--- src/hdl/dcc_pkg.sv ---
// ----------------------------------------------------------------------------
// dcc_pkg: shared types and constants for the dryer cycle controller
// ----------------------------------------------------------------------------
package dcc_pkg;

  typedef enum logic [1:0] {
    PH_IDLE = 2'd0,
    PH_RUN  = 2'd1,
    PH_STOP = 2'd2,
    PH_DONE = 2'd3
  } phase_e;

  typedef enum logic [2:0] {
    KEY_NONE = 3'd0,
    KEY_LOW  = 3'd1,
    KEY_MED  = 3'd2,
    KEY_HIGH = 3'd3,
    KEY_FUNC = 3'd4
  } key_e;

  localparam logic [2:0] PG_INIT  = 3'd0;
  localparam logic [2:0] PG_DOOR  = 3'd1;
  localparam logic [2:0] PG_COIL  = 3'd5;
  localparam logic [2:0] PG_LIMIT = 3'd6;
  localparam logic [2:0] PG_DONE  = 3'd7;

  localparam logic [2:0] REG_TEMP_LOW  = 3'd0;
  localparam logic [2:0] REG_TEMP_MED  = 3'd1;
  localparam logic [2:0] REG_TEMP_HIGH = 3'd2;
  localparam logic [2:0] REG_HEAT_LOW  = 3'd3;
  localparam logic [2:0] REG_HEAT_MED  = 3'd4;
  localparam logic [2:0] REG_HEAT_HIGH = 3'd5;
  localparam logic [2:0] REG_COOL      = 3'd6;
  localparam logic [2:0] REG_LIMIT     = 3'd7;

  localparam int IN_W  = 24;
  localparam int OUT_W = 32;

  typedef struct packed {
    logic [6:0]  temp_low;
    logic [6:0]  temp_med;
    logic [6:0]  temp_high;
    logic [11:0] heat_low;
    logic [11:0] heat_med;
    logic [11:0] heat_high;
    logic [9:0]  cool_start;
    logic [4:0]  limit_reload;
  } cfg_t;

  typedef struct packed {
    logic              tick;
    logic [2:0]        key;
    logic              door_level;
    logic              door_edge;
    logic              coil_broken;
    logic              limit_open;
    logic              one_way;
    logic signed [10:0] temp;
  } scan_t;

  typedef struct packed {
    phase_e      phase;
    logic [1:0]  level;
    logic        cooling;
    logic [11:0] heat;
    logic [9:0]  cool;
    logic [4:0]  beep;
    logic [6:0]  setpoint;
    logic [1:0]  pause;
    logic [4:0]  left;
    logic [4:0]  right;
    logic        went_left;
    logic [4:0]  limit;
    logic        f_door;
    logic        f_coil;
    logic        f_limit;
    logic        running;
    logic        pending;
    logic [4:0]  drive;   // buzz, heat, right, left, fan
    logic [2:0]  page;
  } st_t;

  // idle, drum starts on a left run, limit timer at its default reload
  localparam st_t ST_RESET = '{phase: PH_IDLE, left: 5'd30, limit: 5'd30, default: '0};

  localparam int D_FAN = 0, D_LEFT = 1, D_RIGHT = 2, D_HEAT = 3, D_BUZZ = 4;

  function automatic logic [11:0] heat_ceiling(input logic [1:0] lvl);
    case (lvl)
      2'd1:    heat_ceiling = 12'd1800;
      2'd2:    heat_ceiling = 12'd2400;
      2'd3:    heat_ceiling = 12'd3000;
      default: heat_ceiling = 12'd0;
    endcase
  endfunction

endpackage

--- src/hdl/dcc_cfg_regs.sv ---
// ----------------------------------------------------------------------------
// dcc_cfg_regs: setpoint and timing register file
// ----------------------------------------------------------------------------
module dcc_cfg_regs import dcc_pkg::*; (
  input  logic        clk_i,
  input  logic        rst_ni,
  input  logic        cfg_we_i,
  input  logic [2:0]  cfg_addr_i,
  input  logic [11:0] cfg_wdata_i,
  output cfg_t        cfg_o
);
  cfg_t cfg_q;
  assign cfg_o = cfg_q;

  always_ff @(posedge clk_i or negedge rst_ni) begin
    if (!rst_ni) begin
      cfg_q.temp_low     <= 7'd40;
      cfg_q.temp_med     <= 7'd70;
      cfg_q.temp_high    <= 7'd90;
      cfg_q.heat_low     <= 12'd600;
      cfg_q.heat_med     <= 12'd1200;
      cfg_q.heat_high    <= 12'd1800;
      cfg_q.cool_start   <= 10'd300;
      cfg_q.limit_reload <= 5'd30;
    end else if (cfg_we_i) begin
      case (cfg_addr_i)
        REG_TEMP_LOW:  cfg_q.temp_low     <= cfg_wdata_i[6:0];
        REG_TEMP_MED:  cfg_q.temp_med     <= cfg_wdata_i[6:0];
        REG_TEMP_HIGH: cfg_q.temp_high    <= cfg_wdata_i[6:0];
        REG_HEAT_LOW:  cfg_q.heat_low     <= cfg_wdata_i;
        REG_HEAT_MED:  cfg_q.heat_med     <= cfg_wdata_i;
        REG_HEAT_HIGH: cfg_q.heat_high    <= cfg_wdata_i;
        REG_COOL:      cfg_q.cool_start   <= cfg_wdata_i[9:0];
        REG_LIMIT:     cfg_q.limit_reload <= cfg_wdata_i[4:0];
        default: ;
      endcase
    end
  end
endmodule

--- src/hdl/dcc_next_state.sv ---
// ----------------------------------------------------------------------------
// dcc_next_state: per-scan sequencer step
// ----------------------------------------------------------------------------
module dcc_next_state import dcc_pkg::*; (
  input  st_t          st_i,
  input  scan_t        scan_i,
  input  cfg_t         cfg_i,
  output st_t          st_o,
  output logic         refresh_o
);
  always_comb begin
    st_t  s;
    logic req_start, req_stop, rf;
    logic signed [8:0] sp;
    logic signed [10:0] t;
    s = st_i;
    req_start = 1'b0;
    req_stop  = 1'b0;
    rf        = 1'b0;
    t = scan_i.temp;

    // one-second tick
    if (scan_i.tick && s.running) begin
      if (s.heat != 12'd0) s.heat = s.heat - 12'd1;
      else if (s.cool != 10'd0) s.cool = s.cool - 10'd1;
      else if (s.phase == PH_DONE && s.beep != 5'd0) s.beep = s.beep - 5'd1;
      if (s.heat == 12'd0 && !s.cooling) s.cooling = 1'b1;
      else if (s.cool == 10'd0 && s.cooling) begin
        s.phase = PH_DONE; s.level = 2'd0; s.page = PG_DONE;
      end
      if (s.pause != 2'd0) s.pause = s.pause - 2'd1;
      else if (s.left != 5'd0) begin s.left = s.left - 5'd1; s.went_left = 1'b1; end
      else if (s.right != 5'd0) begin s.right = s.right - 5'd1; s.went_left = 1'b0; end
      else if (scan_i.one_way) begin s.pause = 2'd0; s.left = 5'd30; end
      else begin
        s.pause = 2'd3;
        if (s.went_left) s.right = 5'd30;
        else s.left = 5'd30;
      end
      if (scan_i.limit_open && !s.cooling) begin
        if (s.limit != 5'd0) s.limit = s.limit - 5'd1;
      end else begin
        s.limit = cfg_i.limit_reload; s.f_limit = 1'b0;
      end
      s.pending = 1'b1;
      rf = 1'b1;
    end
    if (scan_i.door_edge) s.f_door = 1'b1;

    // keys
    if (!s.f_door && !s.f_coil && !s.f_limit) begin
      if (s.phase == PH_RUN) begin
        case (scan_i.key)
          KEY_LOW: begin
            rf = 1'b1;
            if (!s.cooling && s.heat > 12'd60) s.heat = s.heat - 12'd60;
            else if (s.cooling && s.cool > 10'd60) s.cool = s.cool - 10'd60;
          end
          KEY_MED: begin
            rf = 1'b1; s.phase = PH_IDLE; s.level = 2'd0; s.page = PG_INIT;
            req_stop = 1'b1; s.drive = 5'd0;
          end
          KEY_HIGH: begin
            rf = 1'b1;
            if (!s.cooling) begin
              if (s.heat < heat_ceiling(s.level)) s.heat = s.heat + 12'd60;
            end else if (s.cool < 10'd900) s.cool = s.cool + 10'd60;
          end
          KEY_FUNC: begin
            rf = 1'b1; s.heat = 12'd0; s.cooling = 1'b1;
          end
          default: ;
        endcase
      end else if (s.phase == PH_IDLE) begin
        if (scan_i.key inside {KEY_LOW, KEY_MED, KEY_HIGH}) begin
          s.phase = PH_RUN;
          s.level = scan_i.key[1:0];
          case (scan_i.key)
            KEY_LOW: begin s.heat = cfg_i.heat_low;  s.setpoint = cfg_i.temp_low;  end
            KEY_MED: begin s.heat = cfg_i.heat_med;  s.setpoint = cfg_i.temp_med;  end
            default: begin s.heat = cfg_i.heat_high; s.setpoint = cfg_i.temp_high; end
          endcase
          s.cool = cfg_i.cool_start; s.beep = 5'd30; s.cooling = 1'b0;
          s.left = 5'd30; s.right = 5'd0; s.pause = 2'd0;
          req_start = 1'b1; s.page = scan_i.key + 3'd1; rf = 1'b1; s.pending = 1'b1;
        end
      end else if (s.phase == PH_DONE && scan_i.key == KEY_MED) begin
        rf = 1'b1; s.phase = PH_IDLE; s.level = 2'd0; s.page = PG_INIT;
        req_stop = 1'b1; s.drive = 5'd0;
      end
    end

    // door
    if (scan_i.door_edge) begin
      if (scan_i.door_level) begin
        if (s.phase == PH_DONE) begin s.beep = 5'd0; s.level = 2'd0; end
        s.f_door = 1'b1; req_stop = 1'b1; s.page = PG_DOOR; s.phase = PH_STOP;
        s.drive = 5'd0;
      end else begin
        if (!s.f_limit) begin
          if (s.level == 2'd0) begin s.page = PG_INIT; s.phase = PH_IDLE; end
          else begin s.page = {1'b0, s.level} + 3'd1; s.phase = PH_RUN; req_start = 1'b1; end
        end else s.page = PG_LIMIT;
        s.f_door = 1'b0;
      end
      rf = 1'b1;
    end

    // coil
    if (!s.f_door && !s.f_limit && s.phase != PH_DONE) begin
      if (scan_i.coil_broken) begin
        s.f_coil = 1'b1; req_stop = 1'b1; s.page = PG_COIL; rf = 1'b1;
        s.phase = PH_STOP; s.drive = 5'd0;
      end else begin
        s.f_coil = 1'b0;
        if (s.phase == PH_STOP) begin
          if (s.level == 2'd0) begin s.page = PG_INIT; s.phase = PH_IDLE; end
          else begin s.page = {1'b0, s.level} + 3'd1; s.phase = PH_RUN; req_start = 1'b1; end
          rf = 1'b1;
        end
      end
    end

    // limit switch
    if (!s.f_door && !s.f_coil && !s.f_limit) begin
      if (s.phase == PH_RUN && s.limit == 5'd0) begin
        s.f_limit = 1'b1; rf = 1'b1; req_stop = 1'b1; s.phase = PH_STOP;
        s.level = 2'd0; s.page = PG_LIMIT; s.drive = 5'd0;
      end
    end else if (!s.f_door && !s.f_coil && scan_i.key == KEY_MED) begin
      s.phase = PH_IDLE; s.page = PG_INIT; s.limit = cfg_i.limit_reload;
      rf = 1'b1; s.f_limit = 1'b0;
    end

    // drives
    sp = $signed({2'b00, s.setpoint});
    if (!s.f_door && !s.f_coil && !s.f_limit && s.pending) begin
      if (s.phase == PH_RUN) begin
        s.drive[D_FAN] = 1'b1;
        if (s.pause != 2'd0) begin s.drive[D_LEFT] = 1'b0; s.drive[D_RIGHT] = 1'b0; end
        else if (s.left != 5'd0) begin s.drive[D_LEFT] = 1'b1; s.drive[D_RIGHT] = 1'b0; end
        else if (s.right != 5'd0) begin s.drive[D_RIGHT] = 1'b1; s.drive[D_LEFT] = 1'b0; end
        if (!s.cooling && !scan_i.limit_open) begin
          if (t <= 11'sd0 || t > 11'(sp + 9'sd2)) s.drive[D_HEAT] = 1'b0;
          else if (t < 11'(sp - 9'sd5)) s.drive[D_HEAT] = 1'b1;
        end else s.drive[D_HEAT] = 1'b0;
      end else if (s.phase == PH_DONE) begin
        if (s.beep == 5'd0) begin
          s.drive[D_BUZZ] = 1'b0; s.page = PG_INIT; rf = 1'b1; req_stop = 1'b1;
          s.phase = PH_IDLE; s.level = 2'd0;
        end else s.drive[D_BUZZ] = ~s.drive[D_BUZZ];
        s.drive = s.drive & 5'b10000;
      end else s.drive = 5'd0;
      s.pending = 1'b0;
    end

    if (req_start && s.phase == PH_RUN) s.running = 1'b1;
    else if (req_stop) s.running = 1'b0;

    st_o = s;
    refresh_o = rf;
  end
endmodule

--- src/hdl/dryer_cycle_controller.sv ---
// ----------------------------------------------------------------------------
// dryer_cycle_controller: clothes-dryer sequencer, when not stalled one scan request per cycle
// ----------------------------------------------------------------------------
//  channel   | dir | handshake              | payload
//  s_axis    | in  | s_axis_tvalid/tready   | scan request, 24-bit tdata
//  m_axis    | out | m_axis_tvalid/tready   | result request, 32-bit tdata
//  cfg       | in  | cfg_we_i               | cfg_addr_i, cfg_wdata_i
//
// for each scan request the next-state logic reads the state
// registers and the scan, and the new state and result are registered together.
// a new request is taken every cycle while the result register is empty or
// being drained; a stalled output holds the result and blocks input only then.
// reset puts the controller idle with drives off and registers at defaults.
// ----------------------------------------------------------------------------
module dryer_cycle_controller import dcc_pkg::*; (
  input  logic             clk_i,
  input  logic             rst_ni,
  input  logic             s_axis_tvalid,
  output logic             s_axis_tready,
  // tick, key_code[3:1], door_level, door_edge, coil_broken, limit_open,
  // rotate_one_way, temperature[19:9], zero pad[23:20]
  input  logic [IN_W-1:0]  s_axis_tdata,
  output logic             m_axis_tvalid,
  input  logic             m_axis_tready,
  // fan_on, drum_left_on, drum_right_on, heater_on, buzzer_on, page_code[7:5],
  // phase_state[9:8], heat_left[21:10], cool_left[31:22]; refresh in tuser
  output logic [OUT_W-1:0] m_axis_tdata,
  output logic             m_axis_tuser,
  input  logic             cfg_we_i,
  input  logic [2:0]       cfg_addr_i,
  input  logic [11:0]      cfg_wdata_i
);
  cfg_t  cfg;
  scan_t scan;
  st_t   st_q, st_d;
  logic  refresh;
  logic  take;
  logic             vld_q;
  logic [OUT_W-1:0] dat_q;
  logic             usr_q;

  dcc_cfg_regs u_cfg (
    .clk_i, .rst_ni, .cfg_we_i, .cfg_addr_i, .cfg_wdata_i, .cfg_o(cfg)
  );

  // unpack scan request
  assign scan.tick        = s_axis_tdata[0];
  assign scan.key         = s_axis_tdata[3:1];
  assign scan.door_level  = s_axis_tdata[4];
  assign scan.door_edge   = s_axis_tdata[5];
  assign scan.coil_broken = s_axis_tdata[6];
  assign scan.limit_open  = s_axis_tdata[7];
  assign scan.one_way     = s_axis_tdata[8];
  assign scan.temp        = $signed(s_axis_tdata[19:9]);

  dcc_next_state u_ns (
    .st_i(st_q), .scan_i(scan), .cfg_i(cfg), .st_o(st_d), .refresh_o(refresh)
  );

  assign s_axis_tready = !vld_q || m_axis_tready;
  assign take = s_axis_tvalid && s_axis_tready;

  always_ff @(posedge clk_i or negedge rst_ni) begin
    if (!rst_ni) begin
      st_q           <= ST_RESET;
      vld_q          <= 1'b0;
    end else begin
      if (take) st_q <= st_d;
      if (take) vld_q <= 1'b1;
      else if (m_axis_tready) vld_q <= 1'b0;
    end
  end

  // result register
  always_ff @(posedge clk_i) begin
    if (take) begin
      dat_q <= {st_d.cool, st_d.heat, st_d.phase, st_d.page,
                st_d.drive[D_BUZZ], st_d.drive[D_HEAT], st_d.drive[D_RIGHT],
                st_d.drive[D_LEFT], st_d.drive[D_FAN]};
      usr_q <= refresh;
    end
  end

  assign m_axis_tvalid = vld_q;
  assign m_axis_tdata  = dat_q;
  assign m_axis_tuser  = usr_q;
endmodule

--- config.mk ---
export PLATFORM = sky130hd
export DESIGN_NAME = dryer_cycle_controller
export DESIGN_NICKNAME = d
export VERILOG_FILES = /design/src/hdl/dcc_pkg.sv /design/src/hdl/dcc_cfg_regs.sv /design/src/hdl/dcc_next_state.sv /design/src/hdl/dryer_cycle_controller.sv
export SDC_FILE = /design/constraint.sdc
export NUM_CORES = 1
export LEC_CHECK = 0
export BUFFER_PORTS_ARGS = -buffer_cell sky130_fd_sc_hd__buf_2
export CORE_MARGIN = 2
export CORE_UTILIZATION = 60
export CTS_BUF_LIST = sky130_fd_sc_hd__clkbuf_4 sky130_fd_sc_hd__clkbuf_8 sky130_fd_sc_hd__clkbuf_16
export DETAILED_ROUTE_END_ITERATION = 7
export GPL_TIMING_DRIVEN = 0
export PLACE_DENSITY_LB_ADDON = 0.25
export SETUP_SLACK_MARGIN = 0.05
export SLEW_MARGIN = 5
export SYNTH_ARGS = -nofsm -noshare
export SYNTH_HDL_FRONTEND = slang
export SYNTH_SLANG_ARGS = --single-unit
--- constraint.sdc ---
create_clock -name clk_i -period 6.8 [get_ports clk_i]
set_input_delay 1.02 -clock clk_i [delete_from_list [all_inputs] [get_ports clk_i]]
set_output_delay 1.02 -clock clk_i [all_outputs]
set_load 0.05 [all_outputs]
### Yosys cells after proc, flatten, opt, wreduce, memory -nomap -nowiden

Cells that the tools add are included.
Widths: inputs -> output; s select.

| storage, ports and cells | value |
|---|---|
| input bits | 44 |
| output and inout bits | 35 |
| word-level logic and storage cells | 324 |
| register bits | 176 |

| cells by class | value |
|---|---|
| $lt $le $gt $ge | 7 |
| multiplexer cells | 177 |
| add/sub/neg operators | 16 |
| equality and inequality tests | 24 |
| reduce and logical (&&, ||, !) cells | 68 |
| bitwise operators | 2 |

Operator list:

| cell | number |
|---|---|
| $mux 12 | 9 |
| $mux 51 | 2 |
| $mux 5 | 20 |
| $mux 1 | 75 |
| $pmux 12 s3 | 2 |
| $mux 10 | 5 |
| $mux 3 | 16 |
| $mux 4 | 12 |
| $mux 8 | 6 |
| $mux 47 | 1 |
| $mux 32 | 1 |
| $mux 15 | 2 |
| $mux 2 | 15 |
| $reduce_bool 5->1 | 6 |
| $mux 27 | 1 |
| $mux 24 | 1 |
| $pmux 12 s2 | 1 |
| $logic_and 1x1->1 | 21 |
| $pmux 10 s2 | 1 |
| $sub 5x1->5 const B | 4 |
| $mux 18 | 1 |
| $mux 9 | 2 |
| $reduce_and 2->1 | 9 |
| $eq 3x3->1 const B | 5 |
| 40 further kinds | 76 |

### Longest topological paths before layout

| depth | value |
|---|---|
| depth after elaboration | 45 |
| gate-level depth with buffers | 27 |
| depth with buffers taken out | 25 |

### Cells and area by module

A second synthesis with hierarchy kept.

| second synthesis, totals | value |
|---|---|
| cell total of the unflattened synthesis | 1258 |
| area, all modules | 12534.5 sq um |

By module, submodules not included:

| module | cells each | instances | seq. area each (sq um) | area each (sq um) |
|---|---|---|---|---|
| dcc_next_state | 915 | 1 | 0.0 | 5788.1 |
| dryer_cycle_controller | 185 | 1 | 2777.7 | 3938.8 |
| dcc_cfg_regs | 158 | 1 | 1838.0 | 2807.7 |

### Worst setup path after synthesis

No wires, ideal clock.

| path | value |
|---|---|
| path kind | register to register |
| start | register st_q[53] (netlist name) |
| end | register st_q[6] (netlist name) |
| library setup time | 0.065 ns |
| buffers on the path | 2 |
| stages on the path, launching flop included | 28 |
| period minus slack after synthesis | 5.735 ns |
| setup slack | 1.065 ns |
| arrival | 5.670 ns |
| cell sequence | dfrtp_1 > inv_1 > ha_1 > or4b_1 > buf_2 > o22ai_1 > o311ai_1 > nor3_1 > a21oi_1 > nor4_2 > clkbuf_1 > nand3_1 > o21ai_0 > inv_1 > ha_1 > a21oi_1 > xor2_1 > ha_1 > o21a_1 > o21a_1 > o21a_1 > o21a_1 > o21a_1 > o21ai_0 > a21oi_1 > o22ai_1 > and3_1 > mux2_2 |

RTL lines:

| what | line | text |
|---|---|---|
| from (decl) | dryer_cycle_controller.sv:35 | `st_t st_q, st_d;` |
| from (signal assigned) | dryer_cycle_controller.sv:68 | `if (take) st_q <= st_d;` |

==> run_results.csv <==
group,metric,value,unit
sta,period_needed,6.58,ns
die,core,19400,um2
place,dp.cells,1604,
clock_tree,clk_latency,0.44,ns
detailed_routing,postRouteAntennaNets,0,
worst_setup_path,required,7.13,ns
clock_tree,numCtsBuffers,17,
pwr,p_clk_frac,0.162,
synthesis,avgSynthCellArea,9.32,um2
synthesis,async_reset_ff_frac,0.813,
cells_and_area,drive_gt1_frac,0.208,
clock_tree,root_buffer,"clkbuf_16",
clock_tree,cts_buffer_depth,2,
sta,tightest_slew,1.38,ns
clock_tree,cts_num_sinks,176,
sta,max_slew_margin,0.0697,
place,post-place-ws,-0.821,ns
global_routing,antenna_found_initial,0,
sta,setup_viol,0,
die,dieHeight,144,um
cells_and_area,seq_area,4620,um2
detailed_routing,vias,10800,
detailed_routing,top_layer,"met4",
worst_setup_path,reg2reg_depth,22,
global_routing,grt_max_degree,76,
worst_setup_path,crit_fanout,10,
sta,setup_tns,0,ns
die,die_x,144,um
hold_path,hp-class,"reg2reg",
worst_setup_path,critPathKind,"reg2reg",
cells_and_area,antenna_cells,0,
synthesis,synthesis.area,11800,um2
synthesis,ys.flop_type,"dfrtp_1",
cells_and_area,fin_nets,1456,
global_routing,overflow,0,
sta,period_share,0.967,
sta,hold_viol,0,
detailed_routing,dr_wl_met2,15.4,mm
place,place_hpwl,24.4,mm
worst_setup_path,max_stage_delay,0.60,ns
detailed_routing,wl_met3,3.41,mm
worst_setup_path,crit_buf_inv,6,
detailed_routing,wl_met1,14.2,mm
detailed_routing,routed_wirelength,33.8,mm
worst_setup_path,worstSetupStartpointType,"flip-flop",
place,port_buffers,72,
cells_and_area,fillers,1613,
hold_path,whs_path_depth,2,
run_status,status,"finished, final reports clean",
worst_setup_path,path_cells,"inv_1, ha_2, or4b_1, buf_2, o22ai_1, o311ai_1, nor3_2, buf_4, a21oi_2, nor4_4, buf_4, clkbuf_2, clkbuf_1, a21oi_1, or3b_2, ha_1, o21a_1, o21ai_0, a21oi_1, o22ai_1, and3_1, mux2_2",
cells_and_area,mostFrequentLayoutCell,"nand2_1",
pwr,power.total,5.69,mW
pwr,vdd_drop_max,0.220,mV
die,ios,79,
pwr,p_leak,5.30,nW
pwr,p_seq_frac,0.301,
worst_setup_path,endpoint_kind,"flip-flop",
cells_and_area,final_cell_mix,"nand2_1 (114), dfrtp_1 (106), mux2_2 (98)",
pwr,p_int,3.09,mW
die,dieArea,20800,um2
detailed_routing,dr.pass1.iters,6,
cells_and_area,multi_input_area,6780,um2
global_routing,grt_pass1_wl,53.0,mm
die,start_util,0.608,
synthesis,yosysUniqueCellTypes,87,
clock_tree,cts_tree,"done",
cells_and_area,syn_to_final_growth,11.5,%
synthesis,yosys_warnings,0,
pwr,p_per_area,432,nW/um2
detailed_routing,drc_errors,0,
cells_and_area,final_cells,1639,
detailed_routing,viasPerCell,6.61,
clock_tree,hold_buffers,0,
synthesis,syn_nets,1360,
synthesis,postSynthCellCount,1265,
global_routing,first_global_vias,9845,
synthesis,synth_edf_count,33,
detailed_routing,routedWlPerCell,20.6,um
flow_run,maxCapViolations,0,
sta,rsz0062_at_grt,"false",
worst_setup_path,cp_num_cells,22,
sta,final.setup.worst_slack,0.224,ns
clock_tree,h-tree-depth,4,
sta,slew_violations,0,
pwr,p_sw,2.59,mW
sta,timing.hold.ws,0.487,ns
detailed_routing,drt_iter0_drc,1261,
worst_setup_path,crit_family,"simple AND/OR/NAND/NOR gates",
synthesis,seq_area_frac_synth,0.391,
sta,fmax,152,MHz
sta,fin_skew,0.0120,ns
pwr,comb_power_share,0.537,
pwr,p_sw_frac,0.456,
die,rows,51,
synthesis,ys_seq_elements,176,
place,gp_congestion,0.985,
clock_tree,clk_pin_slew_worst_paths,0.07,ns
worst_setup_path,cp_slowest_cell,"or3b_2",
worst_setup_path,cp.arrival,6.90,ns
global_routing,gr-usage-all-layers,0.332,
[metrics by stage]
stage	utilization	cell area [um2]
finish	0.678	13200
global route	0.678	13200
CTS	0.676	13100
detailed placement	0.646	12500
global placement	0.644	12500
floorplan	-	11800
[synthesized netlist by cell type, drive strengths merged, types with 5 or more instances]
| master | instances | share of area |
|---|---|---|
| or3 | 20 | 0.011 |
| o31a | 5 | 0.0037 |
| dfstp | 37 | 0.082 |
| ha | 51 | 0.054 |
| nor2 | 75 | 0.024 |
| edfxtp | 33 | 0.084 |
| a31oi | 18 | 0.011 |
| mux2 | 98 | 0.094 |
| nand2b | 9 | 0.0048 |
| o31ai | 15 | 0.0095 |
| o21ai | 91 | 0.039 |
| a22oi | 20 | 0.013 |
| o21a | 18 | 0.011 |
| nand3 | 45 | 0.019 |
| buf | 11 | 0.0040 |
| xor2 | 17 | 0.013 |
| nand2 | 114 | 0.036 |
| nor4 | 19 | 0.012 |
| nor3b | 14 | 0.0089 |
| o22ai | 17 | 0.0090 |
| dfrtp | 106 | 0.22 |
| a21oi | 75 | 0.032 |
| and2 | 6 | 0.0032 |
| nor2b | 10 | 0.0053 |
| nand4 | 16 | 0.0085 |
| xnor2 | 28 | 0.021 |
| a22o | 12 | 0.0089 |
| mux2i | 10 | 0.0088 |
| o211ai | 11 | 0.0074 |
| nand4b | 7 | 0.0052 |
| and3 | 5 | 0.0027 |
| or4 | 6 | 0.0038 |
| nor3 | 53 | 0.023 |
| inv | 52 | 0.017 |
| o41ai | 7 | 0.0074 |
| clkbuf | 52 | 0.017 |
| a21o | 11 | 0.0070 |
[power by group through the flow]
| stage | Sequential (mW) | Combinational, mW | Clock, mW |
|---|---|---|---|
| after global placement | 1.70 | 2.86 | 0 |
| after global routing | 1.74 | 3.35 | 0.972 |
| after CTS | 1.70 | 2.98 | 0.930 |
| after floorplan | 1.81 | 2.13 | 0 |
| after detailed placement | 1.71 | 2.94 | 0 |
| final | 1.71 | 3.05 | 0.923 |
[cell families after synthesis]
kind of cell | Yosys count | share of synthesized area
AND/OR/NAND/NOR | 415 | 0.179
buffers and inverters | 117 | 0.0378
AO/OA/AOI/OAI | 353 | 0.202
flip-flops | 176 | 0.391
adder cells (fa/ha/maj) | 51 | 0.0541
XOR/XNOR | 45 | 0.0334
multiplexers | 108 | 0.102
[what timing repair did]
action,in CTS,in global routing
resized for setup,4,12
buffers inserted,2,1
setup endpoints to repair,2,21
pin swaps,1,1
[path summary, 6_finish.rpt]
check	startpoint	to	slack (ns)
hold reg to reg	u_cfg.cfg_o[4]	st_q[17]	0.49
hold / removal	u_cfg.cfg_o[4]	st_q[17]	0.49
min in group asynchronous	rst_ni	st_q[6]	0.62
max in group asynchronous	rst_ni	u_cfg.cfg_o[34]	5.35
setup reg to reg	st_q[53]	st_q[6]	0.22
setup / recovery	st_q[53]	st_q[6]	0.22
[flip-flops by register name, summed over array words and instances, names as in the netlist]
name / cells
m_axis_tdata: 32
m_axis_tuser: 1
m_axis_tvalid: 1
st_q: 70
u_cfg.cfg_o: 72
[area by class of cell]
class / count / area share
well taps: 265 / 0.0252
inverters: 54 / 0.0154
clock buffers: 21 / 0.0346
flip-flops and latches: 176 / 0.351
repair buffers: 77 / 0.0332
multi-input cells: 972 / 0.515
plain buffers: 63 / 0.0189
clock inverters: 11 / 0.00637
[worst reg2reg max path, delay by kind of cell, from the launching register on]
kind | cells | cell delay (ns)
flip-flops | 1 | 0.46
AND/OR/NAND/NOR | 5 | 2.08
AO/OA/AOI/OAI | 8 | 1.43
buffers and inverters | 6 | 1.69
adder cells (fa/ha/maj) | 2 | 0.58
multiplexers | 1 | 0.26
[routing by layer]
| metal | up-vias | GRT usage |
|---|---|---|
| met3 | 67 | 0.0636 |
| met2 | 633 | 0.513 |
| met1 | 5192 | 0.470 |
| met5 | - | 0 |
| met4 | 0 | 0.114 |
| li1 | 4940 | - |
Power figures use the tool's default switching activity.
